`config.mk`:
```
export PLATFORM = sky130hd
export DESIGN_NAME = pjf_front
export DESIGN_NICKNAME = d
export VERILOG_FILES = /design/src/sv/pjf_pkg.sv /design/src/sv/pjf_front.sv
export SDC_FILE = /design/constraint.sdc
export NUM_CORES = 1
export LEC_CHECK = 0
export BUFFER_PORTS_ARGS = -buffer_cell sky130_fd_sc_hd__buf_2
export CORE_ASPECT_RATIO = 0.6
export CORE_MARGIN = 2
export CORE_UTILIZATION = 36
export CTS_CLUSTER_DIAMETER = 100
export DETAILED_ROUTE_END_ITERATION = 16
export PLACE_DENSITY = 0.73
export SKIP_LAST_GASP = 1
export SYNTH_ARGS = -nofsm -noshare
export SYNTH_HDL_FRONTEND = slang
export SYNTH_SLANG_ARGS = --single-unit
export TNS_END_PERCENT = 10
```
`constraint.sdc`:
```
create_clock -name i_clk -period 2.79 [get_ports i_clk]
set_clock_uncertainty 0.1 [all_clocks]
set_input_delay 0.4185 -clock i_clk [delete_from_list [all_inputs] [get_ports i_clk]]
set_output_delay 0.4185 -clock i_clk [all_outputs]
set_load 0.01 [all_outputs]
```
`src/sv/pjf_pkg.sv`:
```
// Shared types and constants of the PCM jitter FIFO with prebuffer threshold.
`timescale 1ns / 1ps

package pjf_pkg;

    localparam int PCM_W        = 16;
    localparam int CNT_W        = 13;
    localparam int MAXS_W       = 7;
    localparam int CAPACITY_DEF = 4096;
    localparam int MAX_CHUNK_DEF = 64;
    localparam logic [CNT_W-1:0] PREBUF_RST = 13'd1024;

    typedef enum logic [1:0] {
        FUNC_PUSH  = 2'd0,
        FUNC_POP   = 2'd1,
        FUNC_END   = 2'd2,
        FUNC_CLEAR = 2'd3
    } t_func;

    typedef enum logic [1:0] {
        KIND_PUSH   = 2'd0,
        KIND_SAMPLE = 2'd1,
        KIND_NONE   = 2'd2,
        KIND_ACK    = 2'd3
    } t_kind;

    // One classified request as it travels from the front end to the back end.
    typedef struct packed {
        t_func             func;
        logic [PCM_W-1:0]  sample;
        logic              first;
        logic [CNT_W-1:0]  count;
        logic [MAXS_W-1:0] maxs;
    } t_cmd;

    // Status flags of one result; occupancy and sample travel beside it.
    typedef struct packed {
        t_kind kind;
        logic  push_full;
        logic  last;
        logic  ready_res;
        logic  end_reached;
        logic  playing;
    } t_res;

endpackage

```
`src/sv/pjf_front.sv`:
```
// Front end: takes requests, decodes them and saturates the pop size.
`timescale 1ns / 1ps

module pjf_front #(
    parameter int MAX_CHUNK = 64
) (
    input  logic                      i_clk,
    input  logic                      i_rst_n,
    input  logic                      push,
    output logic                      full,
    input  logic [1:0]                i_func,
    input  logic [pjf_pkg::PCM_W-1:0] i_sample,
    input  logic                      i_block_first,
    input  logic [pjf_pkg::CNT_W-1:0] i_block_count,
    input  logic [pjf_pkg::MAXS_W-1:0] i_max_samples,
    output logic                      o_q_push,
    input  logic                      i_q_full,
    output pjf_pkg::t_cmd             o_cmd
);
    import pjf_pkg::*;

    localparam logic [MAXS_W-1:0] CHUNK_LIM = MAXS_W'(MAX_CHUNK);

    logic r_valid;
    logic n_valid;
    t_cmd r_cmd;
    t_cmd n_cmd;
    logic accept;

    assign full     = r_valid && i_q_full;
    assign accept   = push && !full;
    assign o_q_push = r_valid;
    assign o_cmd    = r_cmd;

    always_comb begin
        n_valid = r_valid;
        if (accept) begin
            n_valid = 1'b1;
        end else if (!i_q_full) begin
            n_valid = 1'b0;
        end
        n_cmd.func   = t_func'(i_func);
        n_cmd.sample = i_sample;
        n_cmd.first  = i_block_first;
        n_cmd.count  = i_block_count;
        n_cmd.maxs   = (i_max_samples > CHUNK_LIM) ? CHUNK_LIM : i_max_samples;
    end

    always_ff @(posedge i_clk) begin
        if (!i_rst_n) begin
            r_valid <= 1'b0;
        end else begin
            r_valid <= n_valid;
        end
    end

    always_ff @(posedge i_clk) begin
        if (accept) begin
            r_cmd <= n_cmd;
        end
    end

endmodule

```
==> flow_metrics.py <==
metrics = {
    "timing": {
        "period_minus_slack_ns": 1.43,
        "finalCritPeriodShare_pct": 51.2,
        "finalHoldViolations": 0,
        "setup_violations": 0,
        "finalMaxSlewViolations": 0,
        "fmax_ghz": 0.700,
        "tightestPinTransition_ns": 0.475,
        "setup_tns_ns": 0,
        "rsz0062_at_grt": "no",
        "max_slew_margin_pct": 68.3,
    },
    "outcome": {
        "outcome": "finished clean",
    },
    "synthesis": {
        "yosys_warnings": 0,
        "synth_nets": 93,
        "synth_top_area_share_pct": 93.3,
        "postSynthAreaPerCell_um2": 25.1,
        "synth-seq-cells": 40,
        "yosysUniqueCellTypes": 6,
        "ys_seq_area_share_pct": 94.9,
        "synth_cells": 50,
        "syn-cell-area_um2": 1250,
        "yosys-top-cells-area": "edfxtp_1, nor2b_1, dfxtp_1",
        "synth_top_cell_by_area": "edfxtp_1",
    },
    "finish": {
        "mostFrequentLayoutCells": "buf_2, edfxtp_1, nor2b_1",
        "layout_commonest_cell": "buf_2",
        "area_growth_syn_to_layout_pct": 44.6,
        "drive_gt1_share_pct": 65.0,
        "final_area_um2": 1810,
        "fin_nets": 183,
        "diodes": 0,
        "nFillCells": 267,
    },
    "cts": {
        "post_cts_buffers": 0,
        "postCtsHoldBufs": 0,
        "cts_buffer_depth": 2,
        "cts_num_sinks": 40,
        "cts-resized-gates": 0,
        "clock_latency_ns": 0.28,
        "cts_buffers": 5,
        "cts_tree": "built",
        "cts_root_buf": "clkbuf_8",
        "htreeDepth": 2,
        "clkTransAtPathRegs_ns": 0.07,
    },
    "floorplanning": {
        "rows": 16,
        "initial_core_util_pct": 38.0,
        "core-area_um2": 3300,
        "die_h_um": 49.7,
        "num_io_pins": 84,
        "die-area_um2": 3990,
        "die_w_um": 80.2,
    },
    "placement": {
        "placed_area_um2": 1740,
        "io_buffers": 83,
        "gp_congestion": 0.662,
    },
    "critical_path": {
        "worstSetupPathType": "flop to flop",
        "crit_chain": "and2_4 -> nor2b_4 -> buf_4",
        "critPathMaxFanout": 39,
        "startpoint_type": "flop",
        "critPathMaxStageDelay_ns": 0.40,
        "critical_path_arrival_ns": 1.26,
        "end_kind": "flop",
        "crit_path_top_delay_cell": "buf_4",
        "required_ns": 2.62,
    },
    "global_routing": {
        "grtUsageTotal_pct": 12.7,
        "grt_pass1_wl_um": 3550,
        "grt_antenna_before_repair": 0,
        "overflow": 0,
        "grt_pass1_vias": 794,
        "grt_max_degree": 40,
    },
    "power": {
        "p_per_area_nw_per_um2": 634,
        "p_int_w": 0.000915,
        "pwr-share-clk_pct": 29.3,
        "pwr-share-comb_pct": 8.9,
        "swShare_pct": 20.5,
        "leakage_nw": 0.789,
        "p_sw_w": 0.000236,
        "seq_power_share_pct": 61.7,
        "peakVddDrop_v": 0.000380,
    },
    "drt": {
        "ant_nets": 0,
        "via_count": 783,
        "wl_per_cell_um": 13.0,
        "firstDrtPassIters": 3,
        "via_per_inst": 4.23,
        "wl_um": 2410,
        "drt_iter0_drc": 27,
        "route.detailed.drc": 0,
    },
    "flow_run": {
        "drv_cap": 0,
    },
    "hold_path": {
        "hp-class": "input port to flop",
    },
}
[cell type report]
class,count,area (µm²),area share (%)
flip-flops and latches,40,1190,65.7
well taps,45,56.3,3.10
multi-input cells,9,67.6,3.72
clock buffers,5,68.8,3.79
repair buffers,84,423,23.3
clock inverters,2,7.51,0.414
[kinds of logic after synthesis]
logic type             Yosys count  share of synthesized area [%]
AND/OR/NAND/NOR                  8                           4.19
AO/OA/AOI/OAI                    1                          0.598
buffers and inverters            1                          0.299
flip-flops                      40                           94.9
[worst max-delay path, delay by kind of cell, from the launching register on]
family | cells | cell delay, ns
buffers and inverters | 1 | 0.40
flip-flops | 1 | 0.31
AND/OR/NAND/NOR | 2 | 0.24
[state kept, by name (all words and copies together) (netlist names)]
register,count
o_q_push,1
o_cmd,39
[per-stage QoR]
stage	util, %	total power, W	setup WS [ns]	hold slack, ns	std cells
finish	54.9	0.00115	1.36	0.206	185
global route	54.9	0.00120	1.27	0.194	185
CTS	54.9	0.00117	1.35	0.198	185
detailed placement	52.6	0.000829	1.12	0.497	178
global placement	52.6	0.000823	1.16	0.484	178
floorplan	-	0.000761	0.656	0.417	50
[metal layers]
metal | up-vias | GRT usage [%] | part of all wire, %
li1 | 368 | - | -
met1 | 347 | 14.6 | 42
met2 | 65 | 19.3 | 43
met3 | 3 | 6.96 | 14
met4 | 0 | 5.93 | 1.2
met5 | - | 0 | 0
[power groups by stage]
| stage | combinational [W] | clock [W] | sequential [W] |
|---|---|---|---|
| 3_5_place_dp | 0.000105 | 0 | 0.000724 |
| 5_1_grt | 0.000113 | 0.000374 | 0.000714 |
| 2_1_floorplan | 0.0000165 | 0 | 0.000744 |
| 6_report | 0.000103 | 0.000337 | 0.000710 |
| 3_3_place_gp | 0.000102 | 0 | 0.000722 |
| 4_1_cts | 0.000105 | 0.000352 | 0.000711 |
[cell usage after synthesis]
master and count:
nor2b_1 7, dfxtp_1 1, clkbuf_1 1, edfxtp_1 39
o21a_1 1, and2_4 1
[final timing paths]
path,cells after the start,endpoint,from,slack (ns)
max,3,o_cmd[0],o_q_push,1.36
min,1,o_cmd[24],i_sample[3],0.21
max reg2reg,3,o_cmd[0],o_q_push,1.36
min reg2reg,2,o_q_push,o_q_push,0.51
(Power assumes the default switching activity.)
