<file path="src/sv/pjf_pkg.sv">
// Shared types and constants of the PCM jitter FIFO with prebuffer threshold.
`timescale 1ns / 1ps

package pjf_pkg;

    localparam int PCM_W        = 16;
    localparam int CNT_W        = 13;
    localparam int MAXS_W       = 7;
    localparam int CAPACITY_DEF = 4096;
    localparam int MAX_CHUNK_DEF = 64;
    localparam logic [CNT_W-1:0] PREBUF_RST = 13'd1024;

    typedef enum logic [1:0] {
        FUNC_PUSH  = 2'd0,
        FUNC_POP   = 2'd1,
        FUNC_END   = 2'd2,
        FUNC_CLEAR = 2'd3
    } t_func;

    typedef enum logic [1:0] {
        KIND_PUSH   = 2'd0,
        KIND_SAMPLE = 2'd1,
        KIND_NONE   = 2'd2,
        KIND_ACK    = 2'd3
    } t_kind;

    // One classified request as it travels from the front end to the back end.
    typedef struct packed {
        t_func             func;
        logic [PCM_W-1:0]  sample;
        logic              first;
        logic [CNT_W-1:0]  count;
        logic [MAXS_W-1:0] maxs;
    } t_cmd;

    // Status flags of one result; occupancy and sample travel beside it.
    typedef struct packed {
        t_kind kind;
        logic  push_full;
        logic  last;
        logic  ready_res;
        logic  end_reached;
        logic  playing;
    } t_res;

endpackage

</file>
<file path="src/sv/pjf_cmdq.sv">
// Two-entry request queue between the front end and the back end.
`timescale 1ns / 1ps

module pjf_cmdq (
    input  logic          i_clk,
    input  logic          i_rst_n,
    input  logic          i_push,
    input  pjf_pkg::t_cmd i_cmd,
    output logic          o_full,
    input  logic          i_pop,
    output logic          o_valid,
    output pjf_pkg::t_cmd o_cmd
);
    import pjf_pkg::*;

    t_cmd       r_q [2];
    logic       r_wr;
    logic       r_rd;
    logic [1:0] r_cnt;
    logic       wr_en;
    logic       rd_en;

    assign o_full  = (r_cnt == 2'd2);
    assign o_valid = (r_cnt != 2'd0);
    assign o_cmd   = r_q[r_rd];
    assign wr_en   = i_push && !o_full;
    assign rd_en   = i_pop && o_valid;

    always_ff @(posedge i_clk) begin
        if (!i_rst_n) begin
            r_wr  <= 1'b0;
            r_rd  <= 1'b0;
            r_cnt <= 2'd0;
        end else begin
            if (wr_en) begin
                r_wr <= ~r_wr;
            end
            if (rd_en) begin
                r_rd <= ~r_rd;
            end
            r_cnt <= r_cnt + {1'b0, wr_en} - {1'b0, rd_en};
        end
    end

    always_ff @(posedge i_clk) begin
        if (wr_en) begin
            r_q[r_wr] <= i_cmd;
        end
    end

endmodule

</file>
<file path="config.mk">
export PLATFORM = sky130hd
export DESIGN_NAME = pjf_cmdq
export DESIGN_NICKNAME = d
export VERILOG_FILES = /design/src/sv/pjf_pkg.sv /design/src/sv/pjf_cmdq.sv
export SDC_FILE = /design/constraint.sdc
export NUM_CORES = 1
export LEC_CHECK = 0
export BUFFER_PORTS_ARGS = -buffer_cell sky130_fd_sc_hd__buf_4
export CAP_MARGIN = 20
export CORE_MARGIN = 3
export CORE_UTILIZATION = 46
export DETAILED_ROUTE_END_ITERATION = 8
export PLACE_DENSITY = 0.74
export SLEW_MARGIN = 20
export SYNTH_ARGS = -nofsm -noshare
export SYNTH_HDL_FRONTEND = slang
export SYNTH_SLANG_ARGS = --single-unit
</file>
<file path="constraint.sdc">
create_clock -name i_clk -period 2.7 [get_ports i_clk]
set_input_delay 0.27 -clock i_clk [delete_from_list [all_inputs] [get_ports i_clk]]
set_output_delay 0.27 -clock i_clk [all_outputs]
set_load 0.02 [all_outputs]
</file>
==> Flow_metrics.wiki, run 1 <==
{| class="wikitable"
! Metric !! Value
|-
| Cell count of the worst reg-to-reg path || 3
|-
| Largest fanout on the critical path || 21
|-
| Via/cell ratio || 4.819
|-
| Number of setup violations in the final report || 0
|-
| Number of stages on the worst hold path || 1
|-
| Gr usage total || between 10 and 15%
|-
| Total length of routed wires || between 5000 and 6000 um
|-
| Maximum achievable frequency || 489.1 MHz
|-
| Post-CTS Hold Fix Bufs || 0
|-
| Initial Util || 48.18%
|-
| Y dimension of the die || roughly 88 um
|-
| Instance count of the mapped netlist || roughly 150
|-
| Number of buffers inserted by port buffering || 83
|-
| Reg-to-Reg End || r_q[1][17]$_DFFE_PP_
|-
| CTS tree || yes
|-
| Count of flip-flops with a built-in enable after synthesis || 78
|-
| Largest buffer count on any clock path || 2
|-
| Leakage component of the power || around 1.6 nW
|-
| Post-layout util || 63.00%
|-
| Transition time at the pin with the least slew margin || between 600 and 700 ps
|-
| Path category of the worst min-delay check || input pin to flip-flop
|-
| Placeable core region || around 6400 um^2
|-
| Chip width || ~88 um
|-
| Post-synth top cells || sky130_fd_sc_hd__edfxtp_1, sky130_fd_sc_hd__mux2_2, sky130_fd_sc_hd__mux2_4
|-
| Primary FF master, synth || sky130_fd_sc_hd__edfxtp_1
|-
| Fraction of registers with async set or reset after synthesis || 0%
|-
| Max-slew violation count || 0
|-
| Antenna violations before repair || 0
|-
| Cell type with the highest aggregate area in the netlist || sky130_fd_sc_hd__edfxtp_1
|-
| Slew headroom || roughly three fifths
|-
| Number of CTS-inserted buffers || 9
|-
| DRC violations left || 0
|-
| First-pass GRT wire length || 7879 um
|-
| Required @ worst endpoint || 2430 ps
|-
| # resized after CTS || 0
|-
| Number of clock sinks || 83
|-
| Site row count || 29
|-
| Hold path endpoint || r_q[0][5]$_DFFE_PP_
|-
| Routed length per placed instance || 15.83 um
|-
| Die footprint || 7747 um^2
|-
| Tmin final || 2045 ps
|-
| Startpoint type of the worst setup path || flip-flop
|-
| First-pass detailed-route iteration total || 2
|-
| Number of max-capacitance violations reported || 0
|-
| Overall via count from detail_route || about 1500
|-
| Launch instance of the worst register-to-register path || r_cnt[0]$_SDFF_PN0_
|-
| DP HPWL || about 3500 um
|-
| Proportion of layout cells with a drive suffix above 1 || roughly three fifths
|-
| Worst Clk Skew || 5.295 ps
|-
| Critical Path End Type || output port
|-
| Placement Setup Slack || approximately 910 ps
|-
| Pwr dens || 946.5 nW/um^2
|-
| Number of cells in the design after placement || 306
|-
| Via count of the first global-routing pass || 1623
|-
| Status || completed
|-
| Sequential cell area fraction in the yosys report || 78.93%
|-
| Layout-stage area growth over the synthesis result || 30.77%
|-
| Grt ovf || 0
|-
| Yosys warnings || 0
|-
| Average size of a mapped cell || 21.05 um^2
|-
| Accumulated negative setup slack || 0 ps
|-
| # IOs || 84
|-
| Final Cell Area || slightly above 4000 um^2
|-
| Initial drt markers || 43
|-
| Count of state elements after synthesis || 83
|-
| Start point of the worst hold path || i_cmd[5]
|-
| Largest voltage drop on the vdd net || 491.3 uV
|-
| Final hold vios || 0
|-
| CTS H-Tree Depth || 3
|-
| Tcrit/Tclk final || ~76%
|-
| Largest cells by area after synthesis || sky130_fd_sc_hd__edfxtp_1, sky130_fd_sc_hd__mux2_2, sky130_fd_sc_hd__mux2_4
|-
| Gpl congestion || between 0.6 and 0.7
|-
| Number of nets produced by synthesis || around 190
|-
| Unrepaired setup endpoints after global routing || false
|-
| Later-pin clock latency in the skew report || roughly 340 ps
|-
| Antenna diode instance count || 0
|-
| Area of the mapped netlist || around 3100 um^2
|-
| Count of different cell masters after synthesis || 19
|-
| Most frequent cell after synthesis || sky130_fd_sc_hd__edfxtp_1
|-
| Post-route ant nets || 0
|-
| CTS root buf || sky130_fd_sc_hd__clkbuf_8
|-
| Area share of the leading cell type in the synthesized netlist || between 70% and 80%
|-
| Worst Setup Path Type || flip-flop to output port
|-
| Final setup slack of the worst path || roughly 660 ps
|-
| Net count reported at finish || about 290
|-
| WP data arrival || 1770 ps
|-
| Number of standard cells in the final layout excluding fillers || 321
|-
| Reg2Reg Setup Slack || around 940 ps
|-
| Count of buffers added by post-CTS timing repair for setup || 0
|-
| Total placed instance area || 3817 um^2
|-
| Pin count of the biggest net entering global routing || 40
|-
| Clock transition time at the flip-flop clock pins of the worst setup and hold paths || approximately 80 ps
|}
[cell usage in the layout (no fill, tap or decap), drive strengths merged, types with 2 or more instances in the layout]
| master | instances |
|---|---|
| nor2 | 4 |
| inv | 3 |
| dfxtp | 5 |
| clkbuf | 9 |
| clkinv | 2 |
| mux2 | 39 |
| buf | 86 |
| ha | 2 |
| nand2b | 2 |
| nand2 | 2 |
| xnor2 | 2 |
| edfxtp | 78 |
| bufinv | 3 |
[logic make-up (layout without fill, tap and decap cells)]
family                   after synthesis  count (layout)  synth area share (%)
adder cells (fa/ha/maj)                2               2                0.8086
AO/OA/AOI/OAI                          1               1                0.2427
buffers and inverters                  7             104                 1.698
multiplexers                          40              40                 15.73
flip-flops                            83              83                 78.93
XOR/XNOR                               3               3                0.8493
AND/OR/NAND/NOR                       11              11                 1.739
[cell type report]
type,count,area [um^2]
sequential,83,2444
fill,474,2376
timing repair buffer,86,658.1
multi-input combinational,57,608.1
clock buffer,9,123.9
clock inverter,6,105.1
tap,77,96.34
inverter,3,11.26
[registers in the layout, indices dropped and copies added (netlist names), named ones only]
name	cells
r_cnt	2
r_wr	1
r_rd	1
r_q	78
[layer usage]
layer	routed length (um)	part of all wire, %	vias to the layer above	global-route usage (%)
li1	-	-	746	-
met1	2068	41	739	16.73
met2	2588	51	49	23.01
met3	293	5.8	13	3.575
met4	131	2.6	0	7.967
met5	0	0	-	0
[power breakdown]
group | total [mW] | switching (mW) | leakage, nW | internal (mW)
registers | 1.71 | 0.0865 | 0.771 | 1.62
clock network | 1.01 | 0.405 | 0.110 | 0.603
logic | 1.12 | 0.563 | 0.683 | 0.554
[worst max-delay path by stage]
stage	start	end	slack (ps)
2_1_floorplan	r_cnt[0]$_SDFF_PN0_	r_q[0][0]$_DFFE_PP_	40
3_3_place_gp	r_cnt[0]$_SDFF_PN0_	r_q[1][16]$_DFFE_PP_	950
3_5_place_dp	r_cnt[0]$_SDFF_PN0_	r_q[1][16]$_DFFE_PP_	910
4_1_cts	flip-flop	o_cmd[4]	610
5_1_grt	flip-flop	o_cmd[6]	570
6_report	flip-flop	o_cmd[1]	660
[through the flow]
stage                     hold slack (ps)  total power [mW]
after floorplan                     368.9             2.441
after global placement              455.6             2.853
after detailed placement            458.5             2.872
after CTS                           92.06             3.880
after global routing                91.81             4.011
final                               112.7             3.830
[critical path: stages, from the launching register on]
cell and delay (ps):
sky130_fd_sc_hd__dfxtp_2 650, sky130_fd_sc_hd__buf_12 250, sky130_fd_sc_hd__mux2_2 360, sky130_fd_sc_hd__buf_4 160
Power figures use the tool's default switching activity.
==> run 2, diff against run 1 <==
clock period = 1.8 ns   (was 2.7 ns; I/O delays follow)
==> run 2 against run 1 <==
  * Clock skew hardly changed
  * Count of clock-buffer cells in the layout is 2 higher
  * Clock power is 9.9% higher
  * Highest routed layer unchanged
  * Combinational power is 63% higher
  * Final cell count is 10% higher
  * First-iteration DRC count is 110% higher
  * Largest cell class unchanged
  * Flip-flop and latch count stayed put
  * Setup slack worse by 540 ps
  * Global-route usage is 0.28 points higher
  * Die area stayed put
==> Flow_metrics.wiki, run 2 (synthesis gave the netlist of run 1 again) <==
{| class="wikitable"
! Metric !! Value
|-
| Via count of the first global-routing pass || 1600
|-
| Library cell contributing the largest single delay on the critical path || sky130_fd_sc_hd__dfxtp_1
|-
| Site row count || 29
|-
| Most common cell after layout, fill and taps aside || sky130_fd_sc_hd__buf_4
|-
| Flip-flop count of the largest register, all copies and words added || 78
|-
| Tmin final || roughly 1700 ps
|-
| Pwr dens || approximately 1300 nW/um^2
|-
| Routing usage on met2 || a little under a quarter
|-
| Startpoint type of the worst setup path || flip-flop
|-
| Global-route track usage on met1 || around 16%
|-
| Pin count of the biggest net entering global routing || 40
|-
| Internal power of the cells || roughly 3.8 mW
|-
| Number of CTS-inserted buffers || 9
|-
| Count of buffer and inverter cells on the critical path || 1
|-
| Net Sw Power || about 1.6 mW
|-
| Gr usage total || between 10% and 20%
|-
| CTS root buf || sky130_fd_sc_hd__clkbuf_8
|-
| Most frequent cells in the layout || sky130_fd_sc_hd__buf_4, sky130_fd_sc_hd__edfxtp_1, sky130_fd_sc_hd__dlygate4sd3_1
|-
| CTS tree || yes
|-
| Status || completed
|-
| Cell type group with the largest total delay on the critical path || adder cells
|-
| Delay of the slowest cell on the worst path || approximately 380 ps
|-
| First-pass GRT wire length || 7962 um
|-
| Number of buffers inserted by port buffering || 83
|-
| Minimum hold slack || about 21 ps
|-
| Largest fanout on the critical path || 4
|-
| Critical Path End Type || flip-flop
|-
| Cell count of the worst reg-to-reg path || 8
|-
| Number of max-capacitance violations reported || 0
|-
| Largest voltage drop on the vdd net || 785.8 uV
|-
| Chip width || a little under 90 um
|-
| Layout-stage area growth over the synthesis result || 39.39%
|-
| CTS H-Tree Depth || 3
|-
| M3 GR Usage || under 10%
|-
| First-pass detailed-route iteration total || 4
|-
| Registers with the most flip-flops || r_q x78, r_cnt x2
|-
| Final hold vios || 0
|-
| Leakage component of the power || 1.669 nW
|-
| Clock share of power || between 20% and 30%
|-
| Slew headroom || between 80 and 90%
|-
| Number of cells in the design after placement || 307
|-
| Worst Clk Skew || 4.944 ps
|-
| Largest buffer count on any clock path || 2
|-
| Initial Util || around half
|-
| Tcrit/Tclk final || 93.78%
|-
| Ordered cell list for the critical path || nand2b_1 > nand2_2 > ha_1 > inv_1 > ha_1 > xor2_2 > xnor2_1 > nor2_1
|-
| DRC violations left || 0
|-
| Post-route ant nets || 0
|-
| Path category of the worst min-delay check || input pin to flip-flop
|-
| Routed length per placed instance || 15.42 um
|-
| Max-slew violation count || 0
|-
| # IOs || between 80 and 90
|-
| Later-pin clock latency in the skew report || 340 ps
|-
| Number of standard cells in the final layout excluding fillers || ~350
|-
| Logic pwr share || 33.6%
|-
| Gpl congestion || 0.7056
|-
| Maximum achievable frequency || roughly 590 MHz
|-
| Number of clock sinks || slightly above 80
|-
| Net count reported at finish || 316
|-
| Cell occurring most often along the worst timing path || sky130_fd_sc_hd__ha_1
|-
| Clock transition time at the flip-flop clock pins of the worst setup and hold paths || around 80 ps
|-
| Number of stages on the worst hold path || 1
|-
| Via/cell ratio || ~4.7
|-
| Transition time at the pin with the least slew margin || about 260 ps
|-
| Grt ovf || 0
|-
| Instance count on the critical path || 8
|-
| Worst Setup Path Type || flip-flop to flip-flop
|-
| Net Sw Frac || 29.79%
|-
| Die footprint || 7747 um^2
|-
| DP HPWL || about 3500 um
|-
| WP data arrival || between 1500 and 2000 ps
|-
| Antenna diode instance count || 0
|-
| Number of setup violations in the final report || 0
|-
| Post-layout util || between 60% and 70%
|-
| Overall via count from detail_route || about 1700
|-
| Y dimension of the die || around 90 um
|-
| Initial drt markers || a little under 90
|-
| Total length of routed wires || 5444 um
|-
| Required @ worst endpoint || roughly 2000 ps
|-
| Sequential Power Share || between 40% and 50%
|-
| Register with the highest flop count || r_q
|-
| Placeable core region || about 6400 um^2
|-
| Proportion of layout cells with a drive suffix above 1 || approximately 53%
|-
| Busiest grt layer || met2
|-
| Antenna violations before repair || 0
|}
-- run 2: final timing paths --
path	slack [ps]	start	end
worst max-delay path	110	r_cnt[0]$_SDFF_PN0_	r_cnt[1]$_SDFF_PN0_
worst min-delay path	20	i_cmd[15]	r_q[1][15]$_DFFE_PP_
worst max register to register	110	r_cnt[0]$_SDFF_PN0_	r_cnt[1]$_SDFF_PN0_
worst min register to register	530	r_wr$_SDFFE_PN0N_	r_wr$_SDFFE_PN0N_
-- run 2: area by class of cell --
cell class | count | area [um^2]
Inverter | 3 | 11.26
Multi-Input combinational cell | 57 | 618.1
Clock inverter | 5 | 30.03
Timing Repair Buffer | 117 | 982.2
Clock buffer | 11 | 131.4
Sequential cell | 83 | 2444
Tap cell | 77 | 96.34
Fill cell | 463 | 2110
-- run 2: power groups by stage --
stage          logic, mW  clock network, mW  registers (mW)
6_report            1.83               1.11            2.50
5_1_grt             1.97               1.23            2.53
4_1_cts             1.81               1.15            2.50
3_5_place_dp        1.79                  0            2.54
3_3_place_gp        1.77                  0            2.53
2_1_floorplan       1.13                  0            2.53
-- run 2: per-stage QoR --
stage	setup TNS [ps]	setup WS, ps	total power [mW]	instance area [um^2]
6_report	0	111.9	5.444	4313
4_1_cts	0	34.61	5.464	4079
3_5_place_dp	0	89.97	4.337	3837
2_1_floorplan	0	200.1	3.661	3103
5_1_grt	-18.32	-18.32	5.722	4313
3_3_place_gp	0	247.6	4.301	3837
-- run 2: routing by layer --
metal / up-vias / wire [um] / part of all wire, %
li1: 808 / - / -
met4: 0 / 49 / 0.90
met5: - / 0 / 0
met2: 55 / 2788 / 51
met3: 6 / 321 / 5.9
met1: 795 / 2284 / 42
-- run 2: repair_timing --
item	CTS	global route
hold endpoints to repair	16	39
buffers inserted	0	0
hold buffers	8	22
setup endpoints to repair	0	13
resized for setup	0	3
